<file path="src/rtl/core/ttg_pkg.sv">
// Shared types and constants of the trapezoidal trajectory generator.
// Used by ttg_mul and trapezoidal_trajectory_generator_unit; no dependencies.
`default_nettype none

package ttg_pkg;

  // Default position width (signed Q24.16 degrees).
  localparam int POSITION_WIDTH_DEF = 40;

  // Register and field widths.
  localparam int MAXV_W     = 40;
  localparam int ACC_W      = 40;
  localparam int TS_W       = 24;
  localparam int VEL_W      = 41;
  localparam int VEL_MAG_W  = 40;
  localparam int CFG_W      = 40;
  localparam int CFG_IDX_W  = 2;

  // Reset values of the configuration registers.
  localparam logic [MAXV_W-1:0] MAXV_RST = 40'd23592960;
  localparam logic [ACC_W-1:0]  ACC_RST  = 40'd235929600;
  localparam logic [TS_W-1:0]   TS_RST   = 24'd839;

  // Snap band: 0.01 degree in Q16.
  localparam int SNAP_BAND = 655;

  // Digit-serial multiplier geometry.
  localparam int DIGIT_W      = 8;
  localparam int MUL_B_W      = 48;
  localparam int LONG_DIGITS  = MUL_B_W / DIGIT_W;
  localparam int SHORT_DIGITS = TS_W / DIGIT_W;
  localparam int CNT_W        = $clog2(LONG_DIGITS + 1);
  localparam int MUL_A_W_DEF  = 40;

  // Configuration register indexes.
  typedef enum logic [CFG_IDX_W-1:0] {
    CFG_MAX_VELOCITY = 2'd0,
    CFG_ACCELERATION = 2'd1,
    CFG_TIME_STEP    = 2'd2
  } cfg_index_e;

  // Sequencer states.
  typedef enum logic [3:0] {
    ST_IDLE,
    ST_EVAL,
    ST_MUL_DV,
    ST_MUL_LHS,
    ST_MUL_RHS,
    ST_VEL,
    ST_STEP,
    ST_MUL_STEP,
    ST_POS,
    ST_DONE
  } state_e;

  // Control from the sequencer to the multiplier.
  typedef struct packed {
    logic start;
    logic short_op;
  } mul_ctrl_t;

endpackage

`default_nettype wire

</file>
<file path="src/rtl/core/ttg_mul.sv">
// Digit-serial unsigned multiplier shared by all products of the generator.
// Depends on ttg_pkg for the digit geometry and the control struct.
`default_nettype none

module ttg_mul #(
  parameter int A_W = ttg_pkg::MUL_A_W_DEF
) (
  input  wire logic                             clk_i,
  input  wire logic                             rst_ni,
  input  wire ttg_pkg::mul_ctrl_t               ctrl_i,
  input  wire logic [A_W-1:0]                   a_i,
  input  wire logic [ttg_pkg::MUL_B_W-1:0]      b_i,
  output logic                                  done_o,
  output logic [A_W+ttg_pkg::MUL_B_W-1:0]       prod_o
);
  import ttg_pkg::*;

  localparam int P_W = A_W + MUL_B_W;

  logic [A_W-1:0]         a_q, a_d;
  logic [MUL_B_W-1:0]     b_q, b_d;
  logic [P_W-1:0]         acc_q, acc_d;
  logic [CNT_W-1:0]       cnt_q, cnt_d;
  logic                   done_q, done_d;
  logic [A_W+DIGIT_W-1:0] part;

  // One digit of b, taken from the top, times the whole of a.
  assign part = a_q * b_q[MUL_B_W-1 -: DIGIT_W];

  // Start loads the operands; every busy cycle folds in one more digit.
  always_comb begin
    a_d    = a_q;
    b_d    = b_q;
    acc_d  = acc_q;
    cnt_d  = cnt_q;
    done_d = 1'b0;
    if (ctrl_i.start) begin
      a_d   = a_i;
      b_d   = b_i;
      acc_d = '0;
      cnt_d = ctrl_i.short_op ? CNT_W'(SHORT_DIGITS) : CNT_W'(LONG_DIGITS);
    end else if (cnt_q != '0) begin
      acc_d  = (acc_q << DIGIT_W) + P_W'(part);
      b_d    = b_q << DIGIT_W;
      cnt_d  = cnt_q - 1'b1;
      done_d = (cnt_q == CNT_W'(1));
    end
  end

  always_ff @(posedge clk_i or negedge rst_ni) begin
    if (!rst_ni) begin
      cnt_q  <= '0;
      done_q <= 1'b0;
    end else begin
      cnt_q  <= cnt_d;
      done_q <= done_d;
    end
  end

  always_ff @(posedge clk_i) begin
    a_q   <= a_d;
    b_q   <= b_d;
    acc_q <= acc_d;
  end

  assign done_o = done_q;
  assign prod_o = acc_q;

endmodule

`default_nettype wire

</file>
<file path="src/rtl/core/trapezoidal_trajectory_generator_unit.sv">
// Trapezoidal trajectory generator: sequencer, profile state and stream ports.
// Depends on ttg_pkg and instantiates the shared multiplier ttg_mul.
//
// Each input item carries a target and a measured position and yields one
// position reference item. An item that lands within the snap band of the target
// (or restarts there) goes from evaluation straight to the output hand-over. A
// moving tick runs all four products (velocity increment, the two sides of the
// braking test, and the position step) one after another on a single
// 8-bit-per-cycle multiplier, 3 digits for products with the time step and 6 for
// the others. Input is taken only while the sequencer is idle; a finished
// result sits in the output register, so the next item may be accepted before
// it is taken.
`default_nettype none

module trapezoidal_trajectory_generator_unit #(
  parameter int POSITION_WIDTH = ttg_pkg::POSITION_WIDTH_DEF
) (
  input  wire logic                                       clk_i,
  input  wire logic                                       rst_ni,
  // Configuration write port.
  input  wire logic                                       cfg_we_i,
  input  wire logic [ttg_pkg::CFG_IDX_W-1:0]              cfg_idx_i,
  input  wire logic [ttg_pkg::CFG_W-1:0]                  cfg_data_i,
  // Input items: target_position, then current_position, zero padded to bytes.
  input  wire logic                                       s_axis_tvalid,
  output logic                                            s_axis_tready,
  input  wire logic [((2*POSITION_WIDTH+7)/8)*8-1:0]      s_axis_tdata,
  // Result items: reference_position, zero padded to bytes.
  output logic                                            m_axis_tvalid,
  input  wire logic                                       m_axis_tready,
  output logic [((POSITION_WIDTH+7)/8)*8-1:0]             m_axis_tdata
);
  import ttg_pkg::*;

  localparam int PW    = POSITION_WIDTH;
  localparam int OUT_W = ((PW + 7) / 8) * 8;
  localparam int AW    = (PW > VEL_MAG_W) ? PW : VEL_MAG_W;
  localparam int PRW   = AW + MUL_B_W;
  localparam int EW    = AW + 2;

  // Configuration registers.
  logic [MAXV_W-1:0] maxv_q;
  logic [ACC_W-1:0]  acc_q;
  logic [TS_W-1:0]   ts_q;

  always_ff @(posedge clk_i or negedge rst_ni) begin
    if (!rst_ni) begin
      maxv_q <= MAXV_RST;
      acc_q  <= ACC_RST;
      ts_q   <= TS_RST;
    end else if (cfg_we_i) begin
      unique case (cfg_idx_i)
        CFG_MAX_VELOCITY: maxv_q <= cfg_data_i[MAXV_W-1:0];
        CFG_ACCELERATION: acc_q  <= cfg_data_i[ACC_W-1:0];
        CFG_TIME_STEP:    ts_q   <= cfg_data_i[TS_W-1:0];
        default: ;
      endcase
    end
  end

  // Sequencer and profile state.
  state_e            state_q, state_d;
  logic [PW-1:0]     pos_q, pos_d;
  logic [VEL_W-1:0]  vel_q, vel_d;
  logic [PW-1:0]     last_q, last_d;
  logic              out_valid_q, out_valid_d;
  logic [OUT_W-1:0]  out_data_q, out_data_d;

  // Per-item working registers.
  logic [PW-1:0]     tgt_q, tgt_d;
  logic [PW-1:0]     cur_q, cur_d;
  logic [PW-1:0]     err_q, err_d;
  logic              dir_pos_q, dir_pos_d;
  logic [ACC_W-1:0]  dv_q, dv_d;
  logic [PRW-1:0]    lhs_q, lhs_d;
  logic              decel_q, decel_d;

  // Shared multiplier.
  mul_ctrl_t         mul_ctrl;
  logic [AW-1:0]     mul_a;
  logic [MUL_B_W-1:0] mul_b;
  logic              mul_done;
  logic [PRW-1:0]    mul_prod;

  ttg_mul #(
    .A_W (AW)
  ) u_mul (
    .clk_i  (clk_i),
    .rst_ni (rst_ni),
    .ctrl_i (mul_ctrl),
    .a_i    (mul_a),
    .b_i    (mul_b),
    .done_o (mul_done),
    .prod_o (mul_prod)
  );

  // Restart and distance to target.
  logic              tgt_changed;
  logic [PW-1:0]     pos_eff;
  logic [PW:0]       diff;
  logic [PW:0]       diff_neg;
  logic              eval_dir_pos;
  logic [PW-1:0]     eval_err;
  logic              eval_snap;

  always_comb begin
    tgt_changed  = (tgt_q != last_q);
    pos_eff      = tgt_changed ? cur_q : pos_q;
    diff         = {tgt_q[PW-1], tgt_q} - {pos_eff[PW-1], pos_eff};
    diff_neg     = -diff;
    eval_dir_pos = ~diff[PW];
    eval_err     = eval_dir_pos ? diff[PW-1:0] : diff_neg[PW-1:0];
    eval_snap    = (eval_err <= PW'(SNAP_BAND));
  end

  // Negation of a velocity, used for the limit in the negative direction.
  function automatic logic [VEL_W-1:0] vel_abs_neg(input logic [VEL_W-1:0] v);
    return -v;
  endfunction

  // Velocity magnitude and the velocity update.
  logic [VEL_W-1:0]     vel_abs;
  logic [VEL_MAG_W-1:0] vmag;
  logic signed [VEL_W:0] vel_x, dv_x, vel_dec, vel_acc, acc_abs, maxv_x;
  logic [VEL_W-1:0]     vel_new;

  always_comb begin
    vel_abs = vel_q[VEL_W-1] ? -vel_q : vel_q;
    vmag    = vel_abs[VEL_MAG_W-1:0];
    vel_x   = {vel_q[VEL_W-1], vel_q};
    dv_x    = {{(VEL_W + 1 - ACC_W){1'b0}}, dv_q};
    maxv_x  = {{(VEL_W + 1 - MAXV_W){1'b0}}, maxv_q};
    vel_dec = dir_pos_q ? (vel_x - dv_x) : (vel_x + dv_x);
    vel_acc = dir_pos_q ? (vel_x + dv_x) : (vel_x - dv_x);
    acc_abs = vel_acc[VEL_W] ? -vel_acc : vel_acc;
    vel_new = vel_q;
    if (decel_q) begin
      // Braking never reverses the direction of travel.
      if (dir_pos_q ? (vel_dec <= 0) : (vel_dec >= 0)) begin
        vel_new = '0;
      end else begin
        vel_new = vel_dec[VEL_W-1:0];
      end
    end else if (vmag < maxv_q) begin
      if (acc_abs > maxv_x) begin
        vel_new = dir_pos_q ? maxv_x[VEL_W-1:0] : vel_abs_neg(maxv_x[VEL_W-1:0]);
      end else begin
        vel_new = vel_acc[VEL_W-1:0];
      end
    end
  end

  // Position step with saturation and the overshoot clamp.
  logic [VEL_MAG_W-1:0]  smag;
  logic signed [EW-1:0]  pos_x, smag_x, pos_sum, pmax_x, pmin_x;
  logic [PW-1:0]         pos_step;
  logic                  vel_pos, vel_neg, overshoot;

  always_comb begin
    smag     = mul_prod[TS_W +: VEL_MAG_W];
    pos_x    = {{(EW - PW){pos_q[PW-1]}}, pos_q};
    smag_x   = {{(EW - VEL_MAG_W){1'b0}}, smag};
    pmax_x   = {{(EW - PW + 1){1'b0}}, {(PW - 1){1'b1}}};
    pmin_x   = ~pmax_x;
    vel_pos  = ~vel_q[VEL_W-1] && (vel_q != '0);
    vel_neg  = vel_q[VEL_W-1];
    pos_sum  = pos_x;
    if (vel_pos) begin
      pos_sum = pos_x + smag_x;
    end else if (vel_neg) begin
      pos_sum = pos_x - smag_x;
    end
    if (pos_sum > pmax_x) begin
      pos_step = pmax_x[PW-1:0];
    end else if (pos_sum < pmin_x) begin
      pos_step = pmin_x[PW-1:0];
    end else begin
      pos_step = pos_sum[PW-1:0];
    end
    overshoot = dir_pos_q ? ($signed(pos_step) >= $signed(tgt_q))
                          : ($signed(pos_step) <= $signed(tgt_q));
  end

  // Next state, state updates and multiplier requests.
  always_comb begin
    state_d     = state_q;
    pos_d       = pos_q;
    vel_d       = vel_q;
    last_d      = last_q;
    out_valid_d = out_valid_q;
    out_data_d  = out_data_q;
    tgt_d       = tgt_q;
    cur_d       = cur_q;
    err_d       = err_q;
    dir_pos_d   = dir_pos_q;
    dv_d        = dv_q;
    lhs_d       = lhs_q;
    decel_d     = decel_q;
    mul_ctrl    = '{start: 1'b0, short_op: 1'b0};
    mul_a       = AW'(acc_q);
    mul_b       = {ts_q, {(MUL_B_W - TS_W){1'b0}}};
    s_axis_tready = (state_q == ST_IDLE);

    if (out_valid_q && m_axis_tready) begin
      out_valid_d = 1'b0;
    end

    unique case (state_q)
      ST_IDLE: begin
        if (s_axis_tvalid) begin
          tgt_d   = s_axis_tdata[PW-1:0];
          cur_d   = s_axis_tdata[2*PW-1:PW];
          state_d = ST_EVAL;
        end
      end
      ST_EVAL: begin
        last_d    = tgt_q;
        dir_pos_d = eval_dir_pos;
        err_d     = eval_err;
        if (eval_snap) begin
          pos_d   = tgt_q;
          vel_d   = '0;
          state_d = ST_DONE;
        end else begin
          pos_d    = pos_eff;
          vel_d    = tgt_changed ? '0 : vel_q;
          // Velocity increment: acceleration times time step.
          mul_ctrl = '{start: 1'b1, short_op: 1'b1};
          mul_a    = AW'(acc_q);
          mul_b    = {ts_q, {(MUL_B_W - TS_W){1'b0}}};
          state_d  = ST_MUL_DV;
        end
      end
      ST_MUL_DV: begin
        if (mul_done) begin
          dv_d     = mul_prod[TS_W +: ACC_W];
          // Left side of the braking test: distance times twice the acceleration.
          mul_ctrl = '{start: 1'b1, short_op: 1'b0};
          mul_a    = AW'(err_q);
          mul_b    = MUL_B_W'({acc_q, 1'b0});
          state_d  = ST_MUL_LHS;
        end
      end
      ST_MUL_LHS: begin
        if (mul_done) begin
          lhs_d    = mul_prod;
          // Right side: velocity squared.
          mul_ctrl = '{start: 1'b1, short_op: 1'b0};
          mul_a    = AW'(vmag);
          mul_b    = MUL_B_W'(vmag);
          state_d  = ST_MUL_RHS;
        end
      end
      ST_MUL_RHS: begin
        if (mul_done) begin
          decel_d = (lhs_q <= mul_prod);
          state_d = ST_VEL;
        end
      end
      ST_VEL: begin
        vel_d   = vel_new;
        state_d = ST_STEP;
      end
      ST_STEP: begin
        // Distance covered this tick: speed times time step.
        mul_ctrl = '{start: 1'b1, short_op: 1'b1};
        mul_a    = AW'(vmag);
        mul_b    = {ts_q, {(MUL_B_W - TS_W){1'b0}}};
        state_d  = ST_MUL_STEP;
      end
      ST_MUL_STEP: begin
        if (mul_done) begin
          state_d = ST_POS;
        end
      end
      ST_POS: begin
        if (overshoot) begin
          pos_d = tgt_q;
          vel_d = '0;
        end else begin
          pos_d = pos_step;
        end
        state_d = ST_DONE;
      end
      ST_DONE: begin
        // Hand the result to the output register once it is free.
        if (!out_valid_q || m_axis_tready) begin
          out_data_d  = OUT_W'(pos_q);
          out_valid_d = 1'b1;
          state_d     = ST_IDLE;
        end
      end
      default: begin
        state_d = ST_IDLE;
      end
    endcase
  end

  always_ff @(posedge clk_i or negedge rst_ni) begin
    if (!rst_ni) begin
      state_q     <= ST_IDLE;
      pos_q       <= '0;
      vel_q       <= '0;
      last_q      <= '0;
      out_valid_q <= 1'b0;
    end else begin
      state_q     <= state_d;
      pos_q       <= pos_d;
      vel_q       <= vel_d;
      last_q      <= last_d;
      out_valid_q <= out_valid_d;
    end
  end

  always_ff @(posedge clk_i) begin
    out_data_q <= out_data_d;
    tgt_q      <= tgt_d;
    cur_q      <= cur_d;
    err_q      <= err_d;
    dir_pos_q  <= dir_pos_d;
    dv_q       <= dv_d;
    lhs_q      <= lhs_d;
    decel_q    <= decel_d;
  end

  assign m_axis_tvalid = out_valid_q;
  assign m_axis_tdata  = out_data_q;

endmodule

`default_nettype wire

</file>
<file path="config.mk">
export PLATFORM = sky130hd
export DESIGN_NAME = trapezoidal_trajectory_generator_unit
export DESIGN_NICKNAME = d
export VERILOG_FILES = /design/src/rtl/core/ttg_pkg.sv /design/src/rtl/core/ttg_mul.sv /design/src/rtl/core/trapezoidal_trajectory_generator_unit.sv
export SDC_FILE = /design/constraint.sdc
export NUM_CORES = 2
export LEC_CHECK = 0
export ABC_AREA = 1
export BUFFER_PORTS_ARGS = -buffer_cell sky130_fd_sc_hd__buf_2
export CAP_MARGIN = 20
export CORE_MARGIN = 4
export CORE_UTILIZATION = 55
export CTS_CLUSTER_DIAMETER = 200
export DETAILED_ROUTE_END_ITERATION = 16
export GPL_TIMING_DRIVEN = 0
export PLACE_DENSITY = 0.72
export RECOVER_POWER = 100
export SYNTH_ARGS = -nofsm -noshare
export SYNTH_HDL_FRONTEND = slang
export SYNTH_SLANG_ARGS = --single-unit
</file>
<file path="constraint.sdc">
create_clock -name clk_i -period 10.9 [get_ports clk_i]
set_input_delay 0.545 -clock clk_i [delete_from_list [all_inputs] [get_ports clk_i]]
set_output_delay 0.545 -clock clk_i [all_outputs]
set_load 0.02 [all_outputs]
</file>
Yosys cells after proc, flatten, opt, wreduce, memory -nomap -nowiden --
Index checks and enable logic that the tools add are counted.
Cells by class: $lt $le $gt $ge 10, reduce and logical (&&, ||, !) cells 22, mux-type cells 51, shift-type cells 0, equal/unequal tests 22, add/sub/neg operators 11, multipliers 1, bitwise operators 2, divide/modulo/power cells 0
Operator list (count):
- $mux 40 | 9
- $mux 41 | 8
- $mux 42 | 5
- $mux 48 | 4
- $pmux 41 s3 | 1
- $pmux 40 s3 | 1
- $pmux 48 s2 | 1
- $add 88x48->88 | 1
- $le 88x88->1 | 1
- $neg 40->40 | 2
- $pmux 40 s2 | 1
- $mul 40x8->48 | 1
- $add 40x41->42 | 1
- $add 41x41->42 | 1
- $ge 42x1->1 const B | 1
- $gt 42x40->1 const B | 1
- $gt 42x41->1 | 1
- $le 42x1->1 const B | 1
- $lt 42x40->1 const B | 1
- $neg 42->42 | 1
- $sub 40x41->42 | 1
- $sub 41x41->42 | 1
- $neg 40->41 | 1
- $reduce_bool 41->1 | 1
- other kinds (35) | 72
Storage, ports and cells: logic and storage cells 140, memory bits (read-only) 0, output and inout port bits 42, latch bits 0, bits in writable memories 0, bits of input ports 127, memories 0, register bits 700

Logic depth before layout (Yosys ltp) --
depth after elaboration 10, gate-level depth with buffers 47, mapped depth without buffers 43

Hierarchy --
From an unflattened synthesis, not the netlist that was laid out.
Unflattened totals: cell total of the unflattened synthesis 9776, area, all modules 68111.6 um^2
Modules (own cells, without submodules):
- trapezoidal_trajectory_generator_unit | area each 46480.8 um^2, cells each 6675, seq. area each 14481.4 um^2, times used 1
- ttg_mul | area each 21630.7 um^2, cells each 3101, seq. area each 4504.3 um^2, times used 1

Worst setup path after synthesis --
Ideal clock, no wire load.
kind register -> register, start reg state_q[2], end reg cur_q[0] (enable), cell stages (with the launch flop) 4, clock period less this slack 6.699 ns, setup time 0.617 ns, path buffers 0, arrival 6.082 ns, setup slack 4.201 ns, data required time 10.283 ns, cell sequence dfrtp_1 -> nor2_1 -> inv_1 -> nor3_1
On the way: cells in the longest elaborated chain, start to end 2
RTL lines:
- start: declaration | line trapezoidal_trajectory_generator_unit.sv:62 | state_e state_q, state_d;
- start signal: assignment | line trapezoidal_trajectory_generator_unit.sv:307 | state_q <= state_d;
- $logic_not 4->1 | line trapezoidal_trajectory_generator_unit.sv:208 | unique case (state_q)
- $reduce_and 2->1 (no source line)
- end signal: assignment | line trapezoidal_trajectory_generator_unit.sv:318 | cur_q <= cur_d;
- end: declaration | line trapezoidal_trajectory_generator_unit.sv:71 | logic [PW-1:0] cur_q, cur_d;
Every way passes these cells. A chain may end at the register's enable or synchronous reset.

Worst setup path in the final report --
start reg tgt_q[37], end reg u_mul.b_q[5] (enable)
On the way: cells in the longest elaborated chain, start to end 9
RTL lines:
- start: declaration | line trapezoidal_trajectory_generator_unit.sv:70 | logic [PW-1:0] tgt_q, tgt_d;
- start signal: assignment | line trapezoidal_trajectory_generator_unit.sv:317 | tgt_q <= tgt_d;
- $ne 40x40->1 | line trapezoidal_trajectory_generator_unit.sv:107 | tgt_changed = (tgt_q != last_q);
- $mux 40 | line trapezoidal_trajectory_generator_unit.sv:108 | pos_eff = tgt_changed ? cur_q : pos_q;
- $sub 40x40->41 (*) | line trapezoidal_trajectory_generator_unit.sv:109 | diff = {tgt_q[PW-1], tgt_q} - {pos_eff[PW-1], pos_eff};
- $neg 40->40 | line trapezoidal_trajectory_generator_unit.sv:110 | diff_neg = -diff;
- $mux 40 (*) | line trapezoidal_trajectory_generator_unit.sv:112 | eval_err = eval_dir_pos ? diff[PW-1:0] : diff_neg[PW-1:0];
- via eval_err[6] | line trapezoidal_trajectory_generator_unit.sv:103 | logic [PW-1:0] eval_err;
- $le 40x10->1 (*) | line trapezoidal_trajectory_generator_unit.sv:113 | eval_snap = (eval_err <= PW'(SNAP_BAND));
- $mux 2 (*) | line trapezoidal_trajectory_generator_unit.sv:220 | if (eval_snap) begin
- $pmux 2 s3 (*) | line trapezoidal_trajectory_generator_unit.sv:208
- $reduce_bool 2->1 (no source line) (*)
- end signal: assignment | line ttg_mul.sv:62 | b_q <= b_d;
- end: declaration | line ttg_mul.sv:21 | logic [MUL_B_W-1:0] b_q, b_d;
The timed path passes the listed nets; every way through them passes the cells marked *.

==> results.json <==
{
  "ys_ff_latch": 700,
  "yosysTopAreaCell": "edfxtp_1",
  "routed_via_density": 6.06,
  "fillers": 11194,
  "cts_sinks": 700,
  "ys_types": 66,
  "start_kind": "register",
  "seq_area_sq_um": 19000,
  "fp.dieArea_sq_um": 128000,
  "synth_nets": 10396,
  "wl_mm": 291,
  "grt_max_degree": 97,
  "synthTopCellsByArea": "edfxtp_1 17%, nand2_1 14%, ha_1 9.2%",
  "syn-cell-area_sq_um": 67200,
  "cts_buffers": 79,
  "antenna_found_initial": 14,
  "layout-drive-gt1-share_pct": 4.47,
  "r2r-start": "tgt_q[37]",
  "crit_top_cell": "nand2_1",
  "slowest_delay_ns": 0.87,
  "drc": 0,
  "cp_data_required_time_ns": 11.35,
  "num_rows": 127,
  "avgSynthCellArea_sq_um": 7.07,
  "critical_path.startpoint": "tgt_q[37]",
  "seq_area_frac_synth_pct": 28.2,
  "syn_inst": 9504,
  "postCtsResizedCells": 0,
  "start_util_pct": 55.7,
  "tns_ns": 0,
  "yosysWarnings": 0,
  "finClkSkew_ns": 0.0448,
  "maxSlewHeadroom_pct": -270,
  "die_x_um": 358,
  "cp-endpoint": "u_mul.b_q[5]",
  "hold_class": "input pin to register",
  "reg2reg_depth": 34,
  "ctsLongestPathBuffers": 3,
  "fin_crit_ns": 10.13,
  "ff2ff_setup_slack_ns": 0.77,
  "slowest_stage": "o21ai_0",
  "critPathKind": "register to register",
  "status": "finished, violations left",
  "hold_viol": 0,
  "portBuffers": 168,
  "grt_usage_pct": 44.3,
  "dp_hpwl_mm": 241,
  "cts_setup_buffers": 0,
  "io_pins": 169,
  "vias": 69830,
  "synth_edf_count": 378,
  "root_buffer": "clkbuf_16",
  "die_y_um": 358,
  "rsz0062_at_grt": "false",
  "synth_top_area_share_pct": 16.9,
  "place_ws_ns": 1.58,
  "clkSlewWorstSetupHoldPaths_ns": 0.06,
  "wl_per_cell_um": 25.2,
  "violations": "capacitance limit, slew limit",
  "insertion_delay_ns": 0.73,
  "final_nets": 10728,
  "timing.rr.end": "u_mul.b_q[5]",
  "crit_path_end_kind": "register",
  "grt_pass1_vias": 64026,
  "ant_nets": 0,
  "drtIter0Drc": 10248,
  "syn2layout_area_growth_pct": 9.20,
  "grt_pass1_wl_mm": 416,
  "synth_ff_type": "edfxtp_1",
  "grt_overflow": 0,
  "critPathArrivalTime_ns": 10.59,
  "cts_tree": "built",
  "drtPass1Iterations": 7,
  "crit_fanout": 42,
  "setup_ws_ns": 0.769,
  "worstMarginPinSlew_ns": 5.55,
  "gp_congestion": 1.10,
  "fmaxAchievable_mhz": 98.7,
  "multiInputGateArea_sq_um": 41200,
  "finalMaxSlewViolations": 464,
  "setup_viol": 0,
  "whs_ns": 0.0188,
  "cap_violations": 8,
  "cts.htree.levels": 3,
  "coreArea_sq_um": 121000,
  "post-route-period-util_pct": 92.9,
  "synth-async-reset-ratio_pct": 33.4
}
area by class of cell:
class	instances	area share, %
Clock buffer	108	2.99
Inverter	1472	7.53
Timing Repair Buffer	251	2.10
Clock inverter	40	0.643
Tap cell	1612	2.75
Buffer	356	1.97
Multi-Input combinational cell	6976	56.1
Antenna cell	9	0.0307
Sequential cell	700	25.9
cell families after synthesis:
logic type | synth area share (%)
AND/OR/NAND/NOR | 27.5
AO/OA/AOI/OAI | 12.3
adder cells (fa/ha/maj) | 17.3
buffers and inverters | 10.4
flip-flops | 28.2
multiplexers | 0.581
XOR/XNOR | 3.63
layer usage:
layer,GRT usage (%),vias up,part of all wire [%]
li1,-,31572,-
met1,59.1,32856,38
met2,64.0,4566,41
met3,13.2,826,14
met4,25.3,10,7.3
met5,0,-,0.048
through the flow:
step / area (sq um) / util (%) / std cells
5_1_grt: 73400 / 60.8 / 11516
4_1_cts: 73700 / 61.1 / 11515
2_1_floorplan: 67200 / - / 9504
3_3_place_gp: 70100 / 58.1 / 11284
6_report: 73400 / 60.9 / 11524
3_5_place_dp: 70400 / 58.4 / 11303
what timing repair did:
item / CTS / global route
hold buffers: 64 / 0
endpoints found under the hold margin: 109 / 0
setup endpoints to repair: 0 / 0
critical path, delay by kind of cell (launching register included):
family                   cells  cell delay (ns)
AO/OA/AOI/OAI                4             1.74
adder cells (fa/ha/maj)      2             0.62
flip-flops                   1             0.49
AND/OR/NAND/NOR             21             4.67
buffers and inverters        7             2.27
worst min path at each step:
| stage | endpoint | startpoint | cells after the start |
|---|---|---|---|
| 2_1_floorplan | acc_q[0] | rst_ni | 0 |
| 3_3_place_gp | lhs_q[18] | u_mul.prod_o[18] | 0 |
| 3_5_place_dp | lhs_q[23] | u_mul.prod_o[23] | 0 |
| 4_1_cts | cur_q[7] | s_axis_tdata[47] | 1 |
| 5_1_grt | cur_q[7] | s_axis_tdata[47] | 1 |
| 6_report | cur_q[8] | s_axis_tdata[48] | 1 |
cell usage in the layout, fill, tap and decap left out, types with 30 or more instances in the layout:
| master | count |
|---|---|
| edfxtp_1 | 378 |
| fa_1 | 272 |
| nand4_1 | 227 |
| a22oi_1 | 30 |
| nand2_1 | 2517 |
| nor3_1 | 110 |
| nor2_1 | 837 |
| xor2_1 | 211 |
| o21a_1 | 40 |
| buf_2 | 141 |
| a31oi_1 | 54 |
| mux2i_1 | 39 |
| o21ai_0 | 500 |
| dlygate4sd3_1 | 64 |
| clkbuf_16 | 80 |
| dfrtp_1 | 220 |
| o211ai_1 | 56 |
| inv_1 | 1440 |
| dfxtp_1 | 88 |
| ha_1 | 493 |
| xnor2_1 | 67 |
| clkbuf_1 | 352 |
| a21oi_1 | 598 |
| nand3_1 | 607 |
| clkbuf_2 | 40 |
| or2_2 | 58 |
synthesized netlist by cell type, types with 25 or more instances:
library cell	count
o221ai_1	25
fa_1	272
xnor2_1	67
inv_1	1437
a22oi_1	30
or2_2	58
clkbuf_2	40
nand4_1	227
o21a_1	40
dfrtp_1	220
nor4_1	29
clkbuf_1	242
a31oi_1	54
o211ai_1	56
xor2_1	210
nand3_1	607
buf_2	39
nand2_1	2516
nor2_1	834
o21ai_0	497
inv_2	25
dfxtp_1	88
mux2i_1	39
a21oi_1	598
nor3_1	111
ha_1	493
edfxtp_1	378
state kept, by name, indices dropped and copies added, names as in the netlist, 40 cells and up:
name          flops
maxv_q           40
lhs_q            88
u_mul.a_q        40
vel_q            41
cur_q            40
pos_q            40
m_axis_tdata     40
acc_q            40
u_mul.prod_o     88
dv_q             40
u_mul.b_q        48
tgt_q            40
err_q            40
last_q           40
Power is left out: the tool's default activity adds up to more than one toggle a clock period on the data nets, which glitch-free logic cannot reach.
